**src/hdl/sgr_pkg.sv**
```systemverilog
// Shared types, constants and helpers for the SGR text styler.
package sgr_pkg;

   localparam int MAX_PARAMS_DEF  = 16;
   localparam int QUEUE_DEPTH_DEF = 2;

   localparam logic [7:0] ESC_CHAR   = 8'h1B;
   localparam logic [7:0] LBRACKET   = 8'h5B;
   localparam logic [7:0] SEMI_CHAR  = 8'h3B;
   localparam logic [7:0] M_CHAR     = 8'h6D;
   localparam logic [7:0] DIGIT_ZERO = 8'h30;
   localparam logic [7:0] DIGIT_NINE = 8'h39;

   localparam logic [15:0] SGR_RESET    = 16'd0;
   localparam logic [15:0] SGR_BOLD     = 16'd1;
   localparam logic [15:0] SGR_DIM      = 16'd2;
   localparam logic [15:0] SGR_ITALIC   = 16'd3;
   localparam logic [15:0] SGR_NORMAL   = 16'd22;
   localparam logic [15:0] SGR_NO_ITAL  = 16'd23;
   localparam logic [15:0] SGR_FG_FIRST = 16'd30;
   localparam logic [15:0] SGR_FG_LAST  = 16'd35;
   localparam logic [15:0] SGR_FG_EXT   = 16'd38;
   localparam logic [15:0] SGR_FG_DEF   = 16'd39;
   localparam logic [15:0] SGR_BG_EXT   = 16'd48;
   localparam logic [15:0] SGR_SUB_RGB  = 16'd2;
   localparam logic [15:0] SGR_SUB_IDX  = 16'd5;

   localparam logic KIND_CHAR = 1'b0;
   localparam logic KIND_EOL  = 1'b1;

   typedef enum logic [1:0] {
      MODE_TEXT = 2'd0,
      MODE_ESC  = 2'd1,
      MODE_CSI  = 2'd2
   } mode_type;

   typedef enum logic [2:0] {
      B_IDLE, B_FETCH, B_CODE, B_SUB, B_RED, B_GRN, B_BLU, B_EMIT
   } back_state_type;

   // One queue word: the actions that one input byte causes, in order.
   typedef struct packed {
      logic        clear;
      logic        push;
      logic [15:0] val;
      logic        apply;
      logic        esc1;
      logic        chr;
      logic [7:0]  ch;
      logic        esc2;
      logic        eol;
      logic [23:0] def;
   } cmd_type;

   function automatic logic [23:0] basic_color(input logic [2:0] idx);
      case (idx)
         3'd0:    basic_color = 24'h000000;
         3'd1:    basic_color = 24'hD26464;
         3'd2:    basic_color = 24'h5AC86E;
         3'd3:    basic_color = 24'hDCBE64;
         3'd4:    basic_color = 24'h8CAAD2;
         3'd5:    basic_color = 24'hBEA0E6;
         default: basic_color = 24'h000000;
      endcase
   endfunction

endpackage

```
**src/hdl/sgr_ifs.sv**
```systemverilog
// Channel interfaces for the SGR text styler.
interface sgr_req_if;
   logic        valid;
   logic        ready;
   logic [7:0]  byte_req;
   logic [23:0] default_color;
   logic        line_end;
   modport source (output valid, byte_req, default_color, line_end, input ready);
   modport sink (input valid, byte_req, default_color, line_end, output ready);
endinterface

interface sgr_rsp_if;
   logic        valid;
   logic        ready;
   logic        kind;
   logic [7:0]  ch;
   logic [23:0] fg_color;
   logic        bold;
   logic        italic;
   logic        dim;
   logic        last;
   modport source (output valid, kind, ch, fg_color, bold, italic, dim, last,
                   input ready);
   modport sink (input valid, kind, ch, fg_color, bold, italic, dim, last,
                 output ready);
endinterface

```
**src/hdl/sgr_ram.sv**
```systemverilog
// Generic single-write, single-read RAM with registered read data.
module sgr_ram #(
   parameter int WIDTH = 16,
   parameter int DEPTH = 16
) (
   input  logic                     clock,
   input  logic                     we,
   input  logic [$clog2(DEPTH)-1:0] waddr,
   input  logic [WIDTH-1:0]         wdata,
   input  logic [$clog2(DEPTH)-1:0] raddr,
   output logic [WIDTH-1:0]         rdata
);
   logic [WIDTH-1:0] mem_ff [DEPTH];
   logic [WIDTH-1:0] rdata_ff;

   // Write port and registered read port.
   always_ff @(posedge clock) begin
      if (we) begin
         mem_ff[waddr] <= wdata;
      end
      rdata_ff <= mem_ff[raddr];
   end

   assign rdata = rdata_ff;
endmodule

```
**src/hdl/sgr_fifo.sv**
```systemverilog
// Short command queue between the parser front and the style back end.
module sgr_fifo import sgr_pkg::*; #(
   parameter int DEPTH = QUEUE_DEPTH_DEF
) (
   input  logic    clock,
   input  logic    reset,
   input  logic    push,
   input  cmd_type push_word,
   output logic    full,
   input  logic    pop,
   output cmd_type pop_word,
   output logic    empty
);
   localparam int PW = (DEPTH > 1) ? $clog2(DEPTH) : 1;
   localparam int CW = $clog2(DEPTH + 1);

   cmd_type        slot_ff [DEPTH];
   logic [PW-1:0]  wr_ff, wr_in, rd_ff, rd_in;
   logic [CW-1:0]  cnt_ff, cnt_in;

   assign full     = (cnt_ff == CW'(DEPTH));
   assign empty    = (cnt_ff == '0);
   assign pop_word = slot_ff[rd_ff];

   // Pointer and fill count update with wraparound at any depth.
   always_comb begin
      wr_in  = wr_ff;
      rd_in  = rd_ff;
      cnt_in = cnt_ff;
      if (push) begin
         wr_in = (wr_ff == PW'(DEPTH - 1)) ? '0 : wr_ff + 1'b1;
      end
      if (pop) begin
         rd_in = (rd_ff == PW'(DEPTH - 1)) ? '0 : rd_ff + 1'b1;
      end
      if (push && !pop) begin
         cnt_in = cnt_ff + 1'b1;
      end else if (pop && !push) begin
         cnt_in = cnt_ff - 1'b1;
      end
   end

   always_ff @(posedge clock) begin
      if (reset) begin
         wr_ff  <= '0;
         rd_ff  <= '0;
         cnt_ff <= '0;
      end else begin
         wr_ff  <= wr_in;
         rd_ff  <= rd_in;
         cnt_ff <= cnt_in;
      end
      if (push) begin
         slot_ff[wr_ff] <= push_word;
      end
   end
endmodule

```
**src/hdl/sgr_front.sv**
```systemverilog
// Parser front: tracks escape mode and numbers, turns each byte into a command word.
module sgr_front import sgr_pkg::*; (
   input  logic    clock,
   input  logic    reset,
   sgr_req_if.sink req_in,
   input  logic    q_full,
   output logic    q_push,
   output cmd_type q_word
);
   mode_type    mode_ff, mode_in;
   logic [15:0] acc_ff, acc_in;
   logic        seen_ff, seen_in;
   logic [7:0]  b;
   logic [19:0] prod;
   logic        is_digit;

   assign req_in.ready = !q_full;
   assign q_push       = req_in.valid && !q_full;
   assign b            = req_in.byte_req;
   assign is_digit     = (b >= DIGIT_ZERO) && (b <= DIGIT_NINE);
   assign prod         = {4'b0, acc_ff} * 20'd10 + {12'b0, b - DIGIT_ZERO};

   // Classify the byte and build its command word.
   always_comb begin
      mode_in = mode_ff;
      acc_in  = acc_ff;
      seen_in = seen_ff;
      q_word  = '0;
      q_word.ch  = b;
      q_word.val = acc_ff;
      q_word.def = req_in.default_color;
      unique case (mode_ff)
         MODE_ESC: begin
            if (b == LBRACKET) begin
               q_word.clear = 1'b1;
               mode_in = MODE_CSI;
               acc_in  = '0;
               seen_in = 1'b0;
            end else begin
               q_word.esc1 = 1'b1;
               if (b == ESC_CHAR) begin
                  mode_in = MODE_ESC;
               end else begin
                  q_word.chr = 1'b1;
                  mode_in = MODE_TEXT;
               end
            end
         end
         MODE_CSI: begin
            if (is_digit) begin
               acc_in  = (prod > 20'd65535) ? 16'hFFFF : prod[15:0];
               seen_in = 1'b1;
            end else if (b == SEMI_CHAR) begin
               q_word.push = 1'b1;
               acc_in  = '0;
               seen_in = 1'b0;
            end else begin
               if (b == M_CHAR) begin
                  q_word.push  = seen_ff;
                  q_word.apply = 1'b1;
               end
               mode_in = MODE_TEXT;
            end
         end
         default: begin
            if (b == ESC_CHAR) begin
               mode_in = MODE_ESC;
            end else begin
               q_word.chr = 1'b1;
               mode_in = MODE_TEXT;
            end
         end
      endcase
      // End of line flushes a pending ESC and resets the parser.
      if (req_in.line_end) begin
         q_word.esc2 = (mode_in == MODE_ESC);
         q_word.eol  = 1'b1;
         mode_in = MODE_TEXT;
         acc_in  = '0;
         seen_in = 1'b0;
      end
   end

   always_ff @(posedge clock) begin
      if (reset) begin
         mode_ff <= MODE_TEXT;
         acc_ff  <= '0;
         seen_ff <= 1'b0;
      end else if (q_push) begin
         mode_ff <= mode_in;
         acc_ff  <= acc_in;
         seen_ff <= seen_in;
      end
   end
endmodule

```
**src/hdl/sgr_back.sv**
```systemverilog
// Style back end: buffers parameters, walks them on apply and emits styled words.
module sgr_back import sgr_pkg::*; #(
   parameter int MAX_PARAMS = MAX_PARAMS_DEF
) (
   input  logic        clock,
   input  logic        reset,
   input  logic        q_empty,
   input  cmd_type     q_word,
   output logic        q_pop,
   sgr_rsp_if.source   rsp_out
);
   localparam int AW = $clog2(MAX_PARAMS);
   localparam int CW = $clog2(MAX_PARAMS + 5);

   back_state_type state_ff, state_in;
   cmd_type        cmd_ff, cmd_in;
   logic [CW-1:0]  cnt_ff, cnt_in, k_ff, k_in;
   logic [23:0]    color_ff, color_in;
   logic           cdef_ff, cdef_in;
   logic           bold_ff, bold_in, ital_ff, ital_in, dim_ff, dim_in;
   logic           is38_ff, is38_in;
   logic [7:0]     red_ff, red_in, grn_ff, grn_in;
   logic [AW-1:0]  rd_addr;
   logic [15:0]    rd_data;
   logic           ram_we;
   logic           ov_ff, ov_in;
   logic           o_kind_ff, o_kind_in, o_last_ff, o_last_in;
   logic [7:0]     o_ch_ff, o_ch_in;
   logic [23:0]    o_col_ff, o_col_in;
   logic [2:0]     o_flg_ff, o_flg_in;
   logic           slot_free;
   logic [15:0]    p;
   logic [CW-1:0]  k1, k2, k3, k4;

   assign ram_we = q_pop && q_word.push && (cnt_ff < CW'(MAX_PARAMS))
                   && !q_word.clear;

   sgr_ram #(.WIDTH(16), .DEPTH(MAX_PARAMS)) u_store (
      .clock (clock),
      .we    (ram_we),
      .waddr (cnt_ff[AW-1:0]),
      .wdata (q_word.val),
      .raddr (rd_addr),
      .rdata (rd_data)
   );

   assign slot_free = !ov_ff || rsp_out.ready;
   assign p  = rd_data;
   assign k1 = k_ff + CW'(1);
   assign k2 = k_ff + CW'(2);
   assign k3 = k_ff + CW'(3);
   assign k4 = k_ff + CW'(4);

   // Sequencer: take a command, walk parameters, then emit its words.
   always_comb begin
      state_in = state_ff;
      cmd_in   = cmd_ff;
      cnt_in   = cnt_ff;
      k_in     = k_ff;
      color_in = color_ff;
      cdef_in  = cdef_ff;
      bold_in  = bold_ff;
      ital_in  = ital_ff;
      dim_in   = dim_ff;
      is38_in  = is38_ff;
      red_in   = red_ff;
      grn_in   = grn_ff;
      rd_addr  = k_ff[AW-1:0];
      q_pop    = 1'b0;
      ov_in     = ov_ff && !rsp_out.ready;
      o_kind_in = o_kind_ff;
      o_last_in = o_last_ff;
      o_ch_in   = o_ch_ff;
      o_col_in  = o_col_ff;
      o_flg_in  = o_flg_ff;
      unique case (state_ff)
         B_IDLE: begin
            if (!q_empty) begin
               q_pop  = 1'b1;
               cmd_in = q_word;
               if (q_word.clear) begin
                  cnt_in = '0;
               end else if (q_word.push && (cnt_ff < CW'(MAX_PARAMS))) begin
                  cnt_in = cnt_ff + CW'(1);
               end
               k_in = '0;
               if (q_word.apply) begin
                  if (cnt_in == '0) begin
                     cdef_in  = 1'b1;
                     bold_in  = 1'b0;
                     ital_in  = 1'b0;
                     dim_in   = 1'b0;
                     state_in = B_EMIT;
                  end else begin
                     state_in = B_FETCH;
                  end
               end else begin
                  state_in = B_EMIT;
               end
            end
         end
         B_FETCH: begin
            rd_addr  = k_ff[AW-1:0];
            state_in = (k_ff < cnt_ff) ? B_CODE : B_EMIT;
         end
         B_CODE: begin
            rd_addr  = k1[AW-1:0];
            state_in = B_FETCH;
            k_in     = k1;
            if (p == SGR_RESET) begin
               cdef_in = 1'b1;
               bold_in = 1'b0;
               ital_in = 1'b0;
               dim_in  = 1'b0;
            end else if (p == SGR_BOLD) begin
               bold_in = 1'b1;
            end else if (p == SGR_DIM) begin
               dim_in = 1'b1;
            end else if (p == SGR_ITALIC) begin
               ital_in = 1'b1;
            end else if (p == SGR_NORMAL) begin
               bold_in = 1'b0;
               dim_in  = 1'b0;
            end else if (p == SGR_NO_ITAL) begin
               ital_in = 1'b0;
            end else if (p >= SGR_FG_FIRST && p <= SGR_FG_LAST) begin
               color_in = basic_color(3'(p - SGR_FG_FIRST));
               cdef_in  = 1'b0;
            end else if (p == SGR_FG_DEF) begin
               cdef_in = 1'b1;
            end else if ((p == SGR_FG_EXT || p == SGR_BG_EXT) && (k2 < cnt_ff)) begin
               is38_in  = (p == SGR_FG_EXT);
               k_in     = k_ff;
               state_in = B_SUB;
            end
         end
         B_SUB: begin
            rd_addr  = k2[AW-1:0];
            state_in = B_FETCH;
            if (p == SGR_SUB_RGB && (k4 < cnt_ff)) begin
               state_in = B_RED;
            end else if (p == SGR_SUB_IDX) begin
               k_in = k3;
            end else begin
               k_in = k1;
            end
         end
         B_RED: begin
            rd_addr  = k3[AW-1:0];
            red_in   = p[7:0];
            state_in = B_GRN;
         end
         B_GRN: begin
            rd_addr  = k4[AW-1:0];
            grn_in   = p[7:0];
            state_in = B_BLU;
         end
         B_BLU: begin
            if (is38_ff) begin
               color_in = {red_ff, grn_ff, p[7:0]};
               cdef_in  = 1'b0;
            end
            k_in     = k_ff + CW'(5);
            state_in = B_FETCH;
         end
         B_EMIT: begin
            if (!(cmd_ff.esc1 || cmd_ff.chr || cmd_ff.esc2 || cmd_ff.eol)) begin
               state_in = B_IDLE;
            end else if (slot_free) begin
               ov_in     = 1'b1;
               o_kind_in = KIND_CHAR;
               o_col_in  = cdef_ff ? cmd_ff.def : color_ff;
               o_flg_in  = {dim_ff, ital_ff, bold_ff};
               if (cmd_ff.esc1) begin
                  o_ch_in     = ESC_CHAR;
                  cmd_in.esc1 = 1'b0;
                  o_last_in   = !(cmd_ff.chr || cmd_ff.esc2 || cmd_ff.eol);
               end else if (cmd_ff.chr) begin
                  o_ch_in    = cmd_ff.ch;
                  cmd_in.chr = 1'b0;
                  o_last_in  = !(cmd_ff.esc2 || cmd_ff.eol);
               end else if (cmd_ff.esc2) begin
                  o_ch_in     = ESC_CHAR;
                  cmd_in.esc2 = 1'b0;
                  o_last_in   = !cmd_ff.eol;
               end else begin
                  // End of line marker; the style returns to its reset values.
                  o_kind_in  = KIND_EOL;
                  o_ch_in    = '0;
                  o_col_in   = '0;
                  o_flg_in   = '0;
                  o_last_in  = 1'b1;
                  cmd_in.eol = 1'b0;
                  cnt_in     = '0;
                  color_in   = '0;
                  cdef_in    = 1'b1;
                  bold_in    = 1'b0;
                  ital_in    = 1'b0;
                  dim_in     = 1'b0;
               end
               // The last word of this command returns the sequencer to idle.
               if (o_last_in) begin
                  state_in = B_IDLE;
               end
            end
         end
         default: state_in = B_IDLE;
      endcase
   end

   always_ff @(posedge clock) begin
      if (reset) begin
         state_ff <= B_IDLE;
         cnt_ff   <= '0;
         color_ff <= '0;
         cdef_ff  <= 1'b1;
         bold_ff  <= 1'b0;
         ital_ff  <= 1'b0;
         dim_ff   <= 1'b0;
         ov_ff    <= 1'b0;
         cmd_ff   <= '0;
      end else begin
         state_ff <= state_in;
         cnt_ff   <= cnt_in;
         color_ff <= color_in;
         cdef_ff  <= cdef_in;
         bold_ff  <= bold_in;
         ital_ff  <= ital_in;
         dim_ff   <= dim_in;
         ov_ff    <= ov_in;
         cmd_ff   <= cmd_in;
      end
      k_ff      <= k_in;
      is38_ff   <= is38_in;
      red_ff    <= red_in;
      grn_ff    <= grn_in;
      o_kind_ff <= o_kind_in;
      o_last_ff <= o_last_in;
      o_ch_ff   <= o_ch_in;
      o_col_ff  <= o_col_in;
      o_flg_ff  <= o_flg_in;
   end

   assign rsp_out.valid    = ov_ff;
   assign rsp_out.kind     = o_kind_ff;
   assign rsp_out.ch       = o_ch_ff;
   assign rsp_out.fg_color = o_col_ff;
   assign rsp_out.bold     = o_flg_ff[0];
   assign rsp_out.italic   = o_flg_ff[1];
   assign rsp_out.dim      = o_flg_ff[2];
   assign rsp_out.last     = o_last_ff;
endmodule

```
**src/hdl/ansi_sgr_text_styler_top.sv**
```systemverilog
// Top level of the ANSI SGR text styler.
// The styler takes one byte per word and strips CSI escapes, giving each visible byte
// with its color and bold, italic and dim flags, and an end of line marker after the
// byte flagged line_end. The front parser accepts a word per cycle while its command
// queue has room. For each byte the back end first takes its command, then emits its
// words or, for a byte that gives no word, returns to idle. A terminating 'm' adds a
// walk of the parameter store through its registered read port, stepping over single
// codes and whole 38;5;n, 48;5;n, 38;2;r;g;b and 48;2;r;g;b forms. A word that the
// receiver holds back stalls the back end; the front stalls once the queue is full.
module ansi_sgr_text_styler_top import sgr_pkg::*; #(
   parameter int MAX_PARAMS  = MAX_PARAMS_DEF,
   parameter int QUEUE_DEPTH = QUEUE_DEPTH_DEF
) (
   input  logic       clock,
   input  logic       reset,
   sgr_req_if.sink    req_in,
   sgr_rsp_if.source  rsp_out
);
   logic    q_full, q_push, q_empty, q_pop;
   cmd_type q_in_word, q_out_word;

   sgr_front u_front (
      .clock  (clock),
      .reset  (reset),
      .req_in (req_in),
      .q_full (q_full),
      .q_push (q_push),
      .q_word (q_in_word)
   );

   sgr_fifo #(.DEPTH(QUEUE_DEPTH)) u_queue (
      .clock     (clock),
      .reset     (reset),
      .push      (q_push),
      .push_word (q_in_word),
      .full      (q_full),
      .pop       (q_pop),
      .pop_word  (q_out_word),
      .empty     (q_empty)
   );

   sgr_back #(.MAX_PARAMS(MAX_PARAMS)) u_back (
      .clock   (clock),
      .reset   (reset),
      .q_empty (q_empty),
      .q_word  (q_out_word),
      .q_pop   (q_pop),
      .rsp_out (rsp_out)
   );
endmodule
```
**src/flat_wrapper.sv**
```systemverilog
// flat-port wrapper written by rule: the top's interface ports become plain ports
module ansi_sgr_text_styler_top_flat import sgr_pkg::*;
#(
   parameter int MAX_PARAMS  = MAX_PARAMS_DEF,
   parameter int QUEUE_DEPTH = QUEUE_DEPTH_DEF
)
  (clock, reset, req_in_valid, req_in_byte_req, req_in_default_color, req_in_line_end, req_in_ready, rsp_out_valid, rsp_out_kind, rsp_out_ch, rsp_out_fg_color, rsp_out_bold, rsp_out_italic, rsp_out_dim, rsp_out_last, rsp_out_ready);
  sgr_req_if req_in_i ();
  sgr_rsp_if rsp_out_i ();
  input  logic clock;
  input  logic reset;
  input wire logic [$bits(req_in_i.valid)-1:0] req_in_valid;
  input wire logic [$bits(req_in_i.byte_req)-1:0] req_in_byte_req;
  input wire logic [$bits(req_in_i.default_color)-1:0] req_in_default_color;
  input wire logic [$bits(req_in_i.line_end)-1:0] req_in_line_end;
  output wire logic [$bits(req_in_i.ready)-1:0] req_in_ready;
  output wire logic [$bits(rsp_out_i.valid)-1:0] rsp_out_valid;
  output wire logic [$bits(rsp_out_i.kind)-1:0] rsp_out_kind;
  output wire logic [$bits(rsp_out_i.ch)-1:0] rsp_out_ch;
  output wire logic [$bits(rsp_out_i.fg_color)-1:0] rsp_out_fg_color;
  output wire logic [$bits(rsp_out_i.bold)-1:0] rsp_out_bold;
  output wire logic [$bits(rsp_out_i.italic)-1:0] rsp_out_italic;
  output wire logic [$bits(rsp_out_i.dim)-1:0] rsp_out_dim;
  output wire logic [$bits(rsp_out_i.last)-1:0] rsp_out_last;
  input wire logic [$bits(rsp_out_i.ready)-1:0] rsp_out_ready;
  assign req_in_i.valid = req_in_valid;
  assign req_in_i.byte_req = req_in_byte_req;
  assign req_in_i.default_color = req_in_default_color;
  assign req_in_i.line_end = req_in_line_end;
  assign req_in_ready = req_in_i.ready;
  assign rsp_out_valid = rsp_out_i.valid;
  assign rsp_out_kind = rsp_out_i.kind;
  assign rsp_out_ch = rsp_out_i.ch;
  assign rsp_out_fg_color = rsp_out_i.fg_color;
  assign rsp_out_bold = rsp_out_i.bold;
  assign rsp_out_italic = rsp_out_i.italic;
  assign rsp_out_dim = rsp_out_i.dim;
  assign rsp_out_last = rsp_out_i.last;
  assign rsp_out_i.ready = rsp_out_ready;
  ansi_sgr_text_styler_top #(.MAX_PARAMS(MAX_PARAMS), .QUEUE_DEPTH(QUEUE_DEPTH)) u_core (.clock(clock), .reset(reset), .req_in(req_in_i), .rsp_out(rsp_out_i));
endmodule
```
**config.mk**
```make
export PLATFORM = sky130hd
export DESIGN_NAME = ansi_sgr_text_styler_top_flat
export DESIGN_NICKNAME = d
export VERILOG_FILES = /design/src/hdl/sgr_pkg.sv /design/src/hdl/sgr_ifs.sv /design/src/hdl/sgr_ram.sv /design/src/hdl/sgr_fifo.sv /design/src/hdl/sgr_front.sv /design/src/hdl/sgr_back.sv /design/src/hdl/ansi_sgr_text_styler_top.sv /design/src/flat_wrapper.sv
export SDC_FILE = /design/constraint.sdc
export NUM_CORES = 1
export LEC_CHECK = 0
export BUFFER_PORTS_ARGS = -buffer_cell sky130_fd_sc_hd__buf_2
export CAP_MARGIN = 20
export CORE_ASPECT_RATIO = 0.7
export CORE_MARGIN = 2
export CORE_UTILIZATION = 55
export CTS_BUF_LIST = sky130_fd_sc_hd__clkbuf_8 sky130_fd_sc_hd__clkbuf_16
export DETAILED_ROUTE_END_ITERATION = 7
export GPL_TIMING_DRIVEN = 1
export PLACE_DENSITY = 0.72
export SLEW_MARGIN = 20
export SYNTH_ARGS = -nofsm -noshare
export SYNTH_HDL_FRONTEND = slang
export SYNTH_SLANG_ARGS = --single-unit
```
**constraint.sdc**
```tcl
create_clock -name clock -period 4.3 [get_ports clock]
set_input_delay 0.86 -clock clock [delete_from_list [all_inputs] [get_ports clock]]
set_output_delay 0.86 -clock clock [all_outputs]
set_load 0.02 [all_outputs]
```
Word-level counts from Yosys, hierarchy flattened
Memories as Yosys holds them, arrays and structs flattened. A register that Yosys moved wholly into a read port is not among the register bits. Cells that the tools add are included.

Mux-type cells: 174. Bitwise logic cells: 9. Add/subtract/negate cells: 13. Reductions and logical operators: 56. Equality and inequality tests: 64. $lt $le $gt $ge: 9. Multiply operators: 1.

Operator list (number): two-way mux 24 bit (17); case mux 24 bit (5 select lines) (1); two-way mux 5 bit (23); two-way mux 16 bit (5); two-way mux 1 bit (77); case mux 24 bit (3 select lines) (1); == test 16 x 6 -> 1 bit, second input constant (3); two-way mux 2 bit (23); two-way mux 36 bit (1); != test 4 bit, second input constant (9); != test 2 bit, second input constant (17); two-way mux 3 bit (11); == test 16 x 2 -> 1 bit, second input constant (2); == test 16 x 5 -> 1 bit, second input constant (2); case mux 16 bit (2 select lines) (1); != test 3 bit, second input constant (8); case mux 3 bit (8 select lines) (1); AND reduction 12 bit (2); adder 20 x 8 -> 20 bit (1); > comparator 20 x 16 -> 1 bit, second input constant (1); case mux 5 bit (4 select lines) (1); multiplier 16 x 3 -> 19 bit, second input constant (1); == test 3 bit, second input constant (6); == test 16 x 1 -> 1 bit, second input constant (1); other kinds (52) (111).

Memories kept: 2. Bits in writable memories: 366. Logic and storage cells: 357. Output and inout bits: 39. Flip-flop bits (word level): 155.

Memories: u_core.u_back.u_store.mem_ff (words 16, bits a word 16, read ports 1, clocked after memory_dff 1, write ports 1, line sgr_ram.sv:13) `logic [WIDTH-1:0] mem_ff [DEPTH];`; u_core.u_queue.slot_ff (words 2, bits a word 55, read ports 1, clocked after memory_dff 1, write ports 1, line sgr_fifo.sv:17) `cmd_type slot_ff [DEPTH];`.

Longest topological paths before layout
Depth in word-level cells: 13. Mapped depth: 14.

Cells and area by module
Synthesis repeated with hierarchy kept, for this count alone.

Cell total of the unflattened synthesis: 1693. Area total of the unflattened synthesis: 23771.5 µm².

By module, submodules not included: sgr_ram (area an instance 10042.1 µm², times used 1, cells each 432, sequential area each 8007.7 µm²); sgr_back (area an instance 6751.5 µm², times used 1, cells each 722, sequential area each 3233.1 µm²); sgr_fifo (area an instance 4194.0 µm², times used 1, cells each 193, sequential area each 3403.3 µm²); sgr_front (area an instance 2783.9 µm², times used 1, cells each 346, sequential area each 380.4 µm²).

Worst setup path after synthesis
No wires, ideal clock.

Path type: input to register. From: in req_in_valid. To: mem u_core.u_queue.slot_ff[0][0] (netlist bit), enable pin. Slack: 539 ps. Arrival: 3293 ps. Buffers on the path: 0. Stages: 2. Cells stage by stage: nand2_1 > nor2_1.

Word-level cells in the longest chain between the ends: 3.

Ends and longest elaborated chain: from (decl) (line flat_wrapper.sv:12) `input wire logic [$bits(req_in_i.valid)-1:0] req_in_valid;`; logical AND 1 bit (line sgr_front.sv:18) `assign q_push = req_in.valid && !q_full;`; two-way mux 1 bit (line sgr_fifo.sv:53) `if (push) begin`; two-way mux 1 bit (implied by the code) (line sgr_fifo.sv:54) `slot_ff[wr_ff] <= push_word;`; to (decl) (line sgr_fifo.sv:17).

No other way between the ends.

Worst setup path after layout
From: reg u_core.u_front.acc_ff[1]. To: reg u_core.u_front.acc_ff[4].

Word-level cells in the longest chain between the ends: 7.

Ends and longest elaborated chain: from (decl) (line sgr_front.sv:11) `logic [15:0] acc_ff, acc_in;`; from (signal assigned) (line sgr_front.sv:91) `acc_ff <= acc_in;`; multiplier 16 x 3 -> 19 bit * (line sgr_front.sv:21) `assign prod = {4'b0, acc_ff} * 20'd10 + {12'b0, b - DIGIT_ZERO};`; adder 20 x 8 -> 20 bit * (line sgr_front.sv:21); > comparator 20 x 16 -> 1 bit (line sgr_front.sv:51) `acc_in = (prod > 20'd65535) ? 16'hFFFF : prod[15:0];`; two-way mux 16 bit * (line sgr_front.sv:51); two-way mux 16 bit * (line sgr_front.sv:50) `if (is_digit) begin`; case mux 16 bit (2 select lines) * (line sgr_front.sv:32) `unique case (mode_ff)`; two-way mux 16 bit * (line sgr_front.sv:75) `if (req_in.line_end) begin`.

Mark *: on every way between the ends. The rest lies on a longest branch, timed or not. A chain may end at the register's enable or synchronous reset.

==> results.sh <==
export IMPL_insertion_delay_ns=0.58
export IMPL_coreArea_sq_mm=0.04119
export IMPL_tightest_slew_ns=1.075
export IMPL_grt_pass1_wl_microns=79250
export IMPL_slowest_delay_ns=0.47
export IMPL_dpl_cell_area_sq_mm=0.02427
export IMPL_path_class="reg -> reg"
export IMPL_overflow=0
export IMPL_viasPerCell=6.071
export IMPL_ff2ff_path_depth=14
export IMPL_grt_busiest_layer="met1"
export IMPL_crit_path_start_kind="flip-flop"
export IMPL_fp_dieW_microns=248.9
export IMPL_cts_made_buffers=49
export IMPL_place_hpwl_microns=32820
export IMPL_power_frac_seq_pct=39.8
export IMPL_wl_per_cell_microns=22.46
export IMPL_async_flop_share_pct=0
export IMPL_synth_seq_cells=538
export IMPL_n_antenna_cell=0
export IMPL_dr_pass1_iters=6
export IMPL_met2_usage_pct=33.74
export IMPL_fin_util_pct=63.05
export IMPL_drv_slew=0
export IMPL_clkTransAtPathRegs_ns=0.06
export IMPL_ios=76
export IMPL_maxCapViolations=0
export IMPL_drtIter0Drc=1549
export IMPL_hold_class="reg -> reg"
export IMPL_worst_path_max_delay_cell="dfxtp_1"
export IMPL_required_ns=4.74
export IMPL_r2r_slack_ns=0.55
export IMPL_synth_edf_count=425
export IMPL_end_kind="flip-flop"
export IMPL_max_freq_ghz=0.2664
export IMPL_grt_max_degree=68
export IMPL_fin_ws_ns=0.5457
export IMPL_outcome="finished, final reports clean"
export IMPL_ys_seq_area_share_pct=65.09
export IMPL_htreeDepth=2
export IMPL_synth_main_ff_cell="edfxtp_1"
export IMPL_nNetsFinal=1783
export IMPL_grtUsageMet1_pct=38.21
export IMPL_p_switching_w=0.005734
export IMPL_finalCritPeriodShare_pct=87.31
export IMPL_gp_congestion=0.9081
export IMPL_p_per_area_mw_per_mm2=669.3
export IMPL_postSynthAreaPerCell_sq_um=14.58
export IMPL_critical_path_top_delay_family="adder cells"
export IMPL_slew_headroom_pct=28.05
export IMPL_crit_cells=14
export IMPL_place_ws_ns=0.5537
export IMPL_final_cell_mix="425 x edfxtp_1, 157 x nor2_1, 112 x mux2i_1, 112 x dfxtp_1, 75 x buf_2"
export IMPL_final_common_cell="edfxtp_1"
export IMPL_rr_endpoint="u_core.u_front.acc_ff[4]"
export IMPL_setup_violations=0
export IMPL_finalSetupTns_ns=0
export IMPL_finalHoldViolations=0
export IMPL_postLayoutCellArea_sq_mm=0.02597
export IMPL_area_growth_pct=12.51
export IMPL_cts_root_buffer="clkbuf_16"
export IMPL_crit_top_cell="ha_1"
export IMPL_ys_types=85
export IMPL_clock_power_share_pct=25.9
export IMPL_crit_start="u_core.u_front.acc_ff[1]"
export IMPL_yosysWarnings=0
export IMPL_p_leak_nw=9.268
export IMPL_die_area_sq_mm=0.04365
export IMPL_fp_dieH_microns=175.4
export IMPL_post_cts_setup_buffers=0
export IMPL_grt_met3_usage_pct=3.690
export IMPL_rsz0062_at_grt="no"
export IMPL_syn_inst=1583
export IMPL_postRouteAntennaNets=0
export IMPL_finalWirelength_microns=50830
export IMPL_crit_end="u_core.u_front.acc_ff[4]"
export IMPL_cts_tree="done"
export IMPL_cts_sinks=538
export IMPL_syn_num_nets=1688
export IMPL_p_int_w=0.01165
export IMPL_nFillCells=3003
export IMPL_r2r_start="u_core.u_front.acc_ff[1]"
export IMPL_cts_path_max_buffers=3
export IMPL_cp_max_fo=16
export IMPL_drc=0
export IMPL_grtUsageTotal_pct=23.58
export IMPL_crit_arrival_ns=4.20
export IMPL_vias=13740
export IMPL_synthesis_area_sq_mm=0.02308
export IMPL_p_sw_share_pct=32.99
export IMPL_path_cells="ha_1 -> ha_1 -> fa_1 -> xor2_1 -> ha_1 -> o21ai_0 -> nand2b_1 -> a21oi_1 -> a21o_1 -> nor4_4 -> and2_1 -> a311oi_4 -> buf_4 -> a221o_2"
export IMPL_drive_gt1_share_pct=18.15
export IMPL_path_buf_inv=1
export IMPL_ctsResizeCount=0
export IMPL_num_rows=62
export IMPL_port_buffers=75
export IMPL_antenna_found_initial=0
export IMPL_period_minus_slack_ns=3.754
export IMPL_ir_drop_mv=0.8452
export IMPL_postCtsHoldBufs=0
export IMPL_p_comb_share_pct=34.3
export IMPL_fin_skew_ns=0.02684
export IMPL_grt_pass1_vias=13270
export IMPL_start_util_pct=56.04
synth_stat cells, drive strengths merged (3+ instances only):
master	n	area [sq um]
nand2b	12	75.07
o221ai	3	26.28
edfxtp	425	12760
nand3	19	95.09
a31oi	4	25.02
o211ai	4	30.03
xnor2	26	227.7
or4	4	30.03
nor3b	7	52.55
xor2	13	113.9
and2	17	106.4
mux4	64	1441
a21o	15	113.9
nor3	27	140.1
nor2b	11	68.82
a311oi	9	102.6
ha	66	825.8
o21a	4	30.03
o21ai	49	245.2
mux2	18	202.7
a221o	17	177.7
and3	8	61.31
nor4	8	65.06
or3	10	62.56
nor2	159	596.8
o31a	3	26.28
mux2i	112	1121
nand3b	4	30.03
dfxtp	113	2262
or2	3	18.77
a21oi	63	315.3
buf	24	121.4
nand2	62	232.7
a22oi	5	37.54
clkbuf	54	210.2
a221oi	3	26.28
o21bai	3	22.52
inv	35	131.4
a2111oi	6	71.32
a211oi	51	382.9
nand4	5	31.28
cells by family after synthesis:
| family | Yosys count | share of synthesized area (%) |
|---|---|---|
| simple gates | 366 | 7.611 |
| flops | 538 | 65.09 |
| buf+inv | 116 | 2.092 |
| mux | 194 | 11.98 |
| compound gates | 262 | 7.996 |
| fa+ha+maj | 68 | 3.751 |
| xor+xnor | 39 | 1.480 |
per-stage QoR:
step | std cells | power (W) | hold WS, ns
floorplan | 1583 | 0.01126 | 0.4237
global placement | 2171 | 0.01281 | 0.4370
detailed placement | 2171 | 0.01292 | 0.4531
CTS | 2263 | 0.01745 | 0.4539
global route | 2263 | 0.01824 | 0.4552
finish | 2263 | 0.01738 | 0.4609
state kept, by name, indices dropped and copies added (netlist names), 3 cells and up, named ones only:
register	flops
u_core.u_back.cnt_ff	5
u_core.u_queue.slot_ff	110
u_core.u_back.o_flg_ff	3
u_core.u_back.cmd_ff	36
u_core.u_back.k_ff	5
u_core.u_front.acc_ff	16
u_core.u_back.rsp_out.fg_color	24
u_core.u_back.u_store.rdata	16
u_core.u_back.red_ff	8
u_core.u_back.u_store.mem_ff	256
u_core.u_back.grn_ff	8
u_core.u_back.state_ff	3
u_core.u_back.rsp_out.ch	8
u_core.u_back.color_ff	24
per-layer routing:
metal	share of wire, %	up-vias
li1	-	6307
met1	49	6897
met2	43	481
met3	6.9	53
met4	1.4	0
met5	0	-
how the worst min path moves through the flow:
stage / start / cells past startpoint / slack (ns) / endpoint
CTS: req_in_default_color[9] / 1 / 0.45 / u_core.u_queue.slot_ff[0][9]
floorplan: u_core.u_back.u_store.rdata[0] / 0 / 0.42 / u_core.u_back.grn_ff[0]
global route: req_in_default_color[13] / 1 / 0.46 / u_core.u_queue.slot_ff[0][13]
finish: u_core.u_back.color_ff[0] / 2 / 0.46 / u_core.u_back.color_ff[0]
detailed placement: u_core.u_back.color_ff[0] / 2 / 0.45 / u_core.u_back.color_ff[0]
global placement: u_core.u_back.color_ff[0] / 2 / 0.44 / u_core.u_back.color_ff[0]
cell type report:
| class | count | area, sq um | area share (%) |
|---|---|---|---|
| clock inverters | 34 | 309.0 | 1.190 |
| well taps | 544 | 680.7 | 2.621 |
| clock buffers | 58 | 1395 | 5.372 |
| inverters | 37 | 138.9 | 0.5348 |
| multi-input cells | 929 | 7645 | 29.44 |
| flip-flops and latches | 538 | 15030 | 57.87 |
| repair buffers | 123 | 773.2 | 2.977 |
power groups by stage:
stage | clock [W] | combinational (W) | sequential (W)
2_1_floorplan | 0 | 0.00450 | 0.00676
3_5_place_dp | 0 | 0.00592 | 0.00700
5_1_grt | 0.00477 | 0.00651 | 0.00696
4_1_cts | 0.00457 | 0.00598 | 0.00690
6_report | 0.00450 | 0.00596 | 0.00692
3_3_place_gp | 0 | 0.00583 | 0.00698
worst reg2reg max path, delay by kind of cell (launching register included):
family                   cells  cell delay [ns]
XOR/XNOR                     1             0.19
buffers and inverters        1             0.21
adder cells (fa/ha/maj)      4             1.30
AO/OA/AOI/OAI                5             0.82
flip-flops                   1             0.47
AND/OR/NAND/NOR              3             0.66
(Power assumes the default switching activity.)
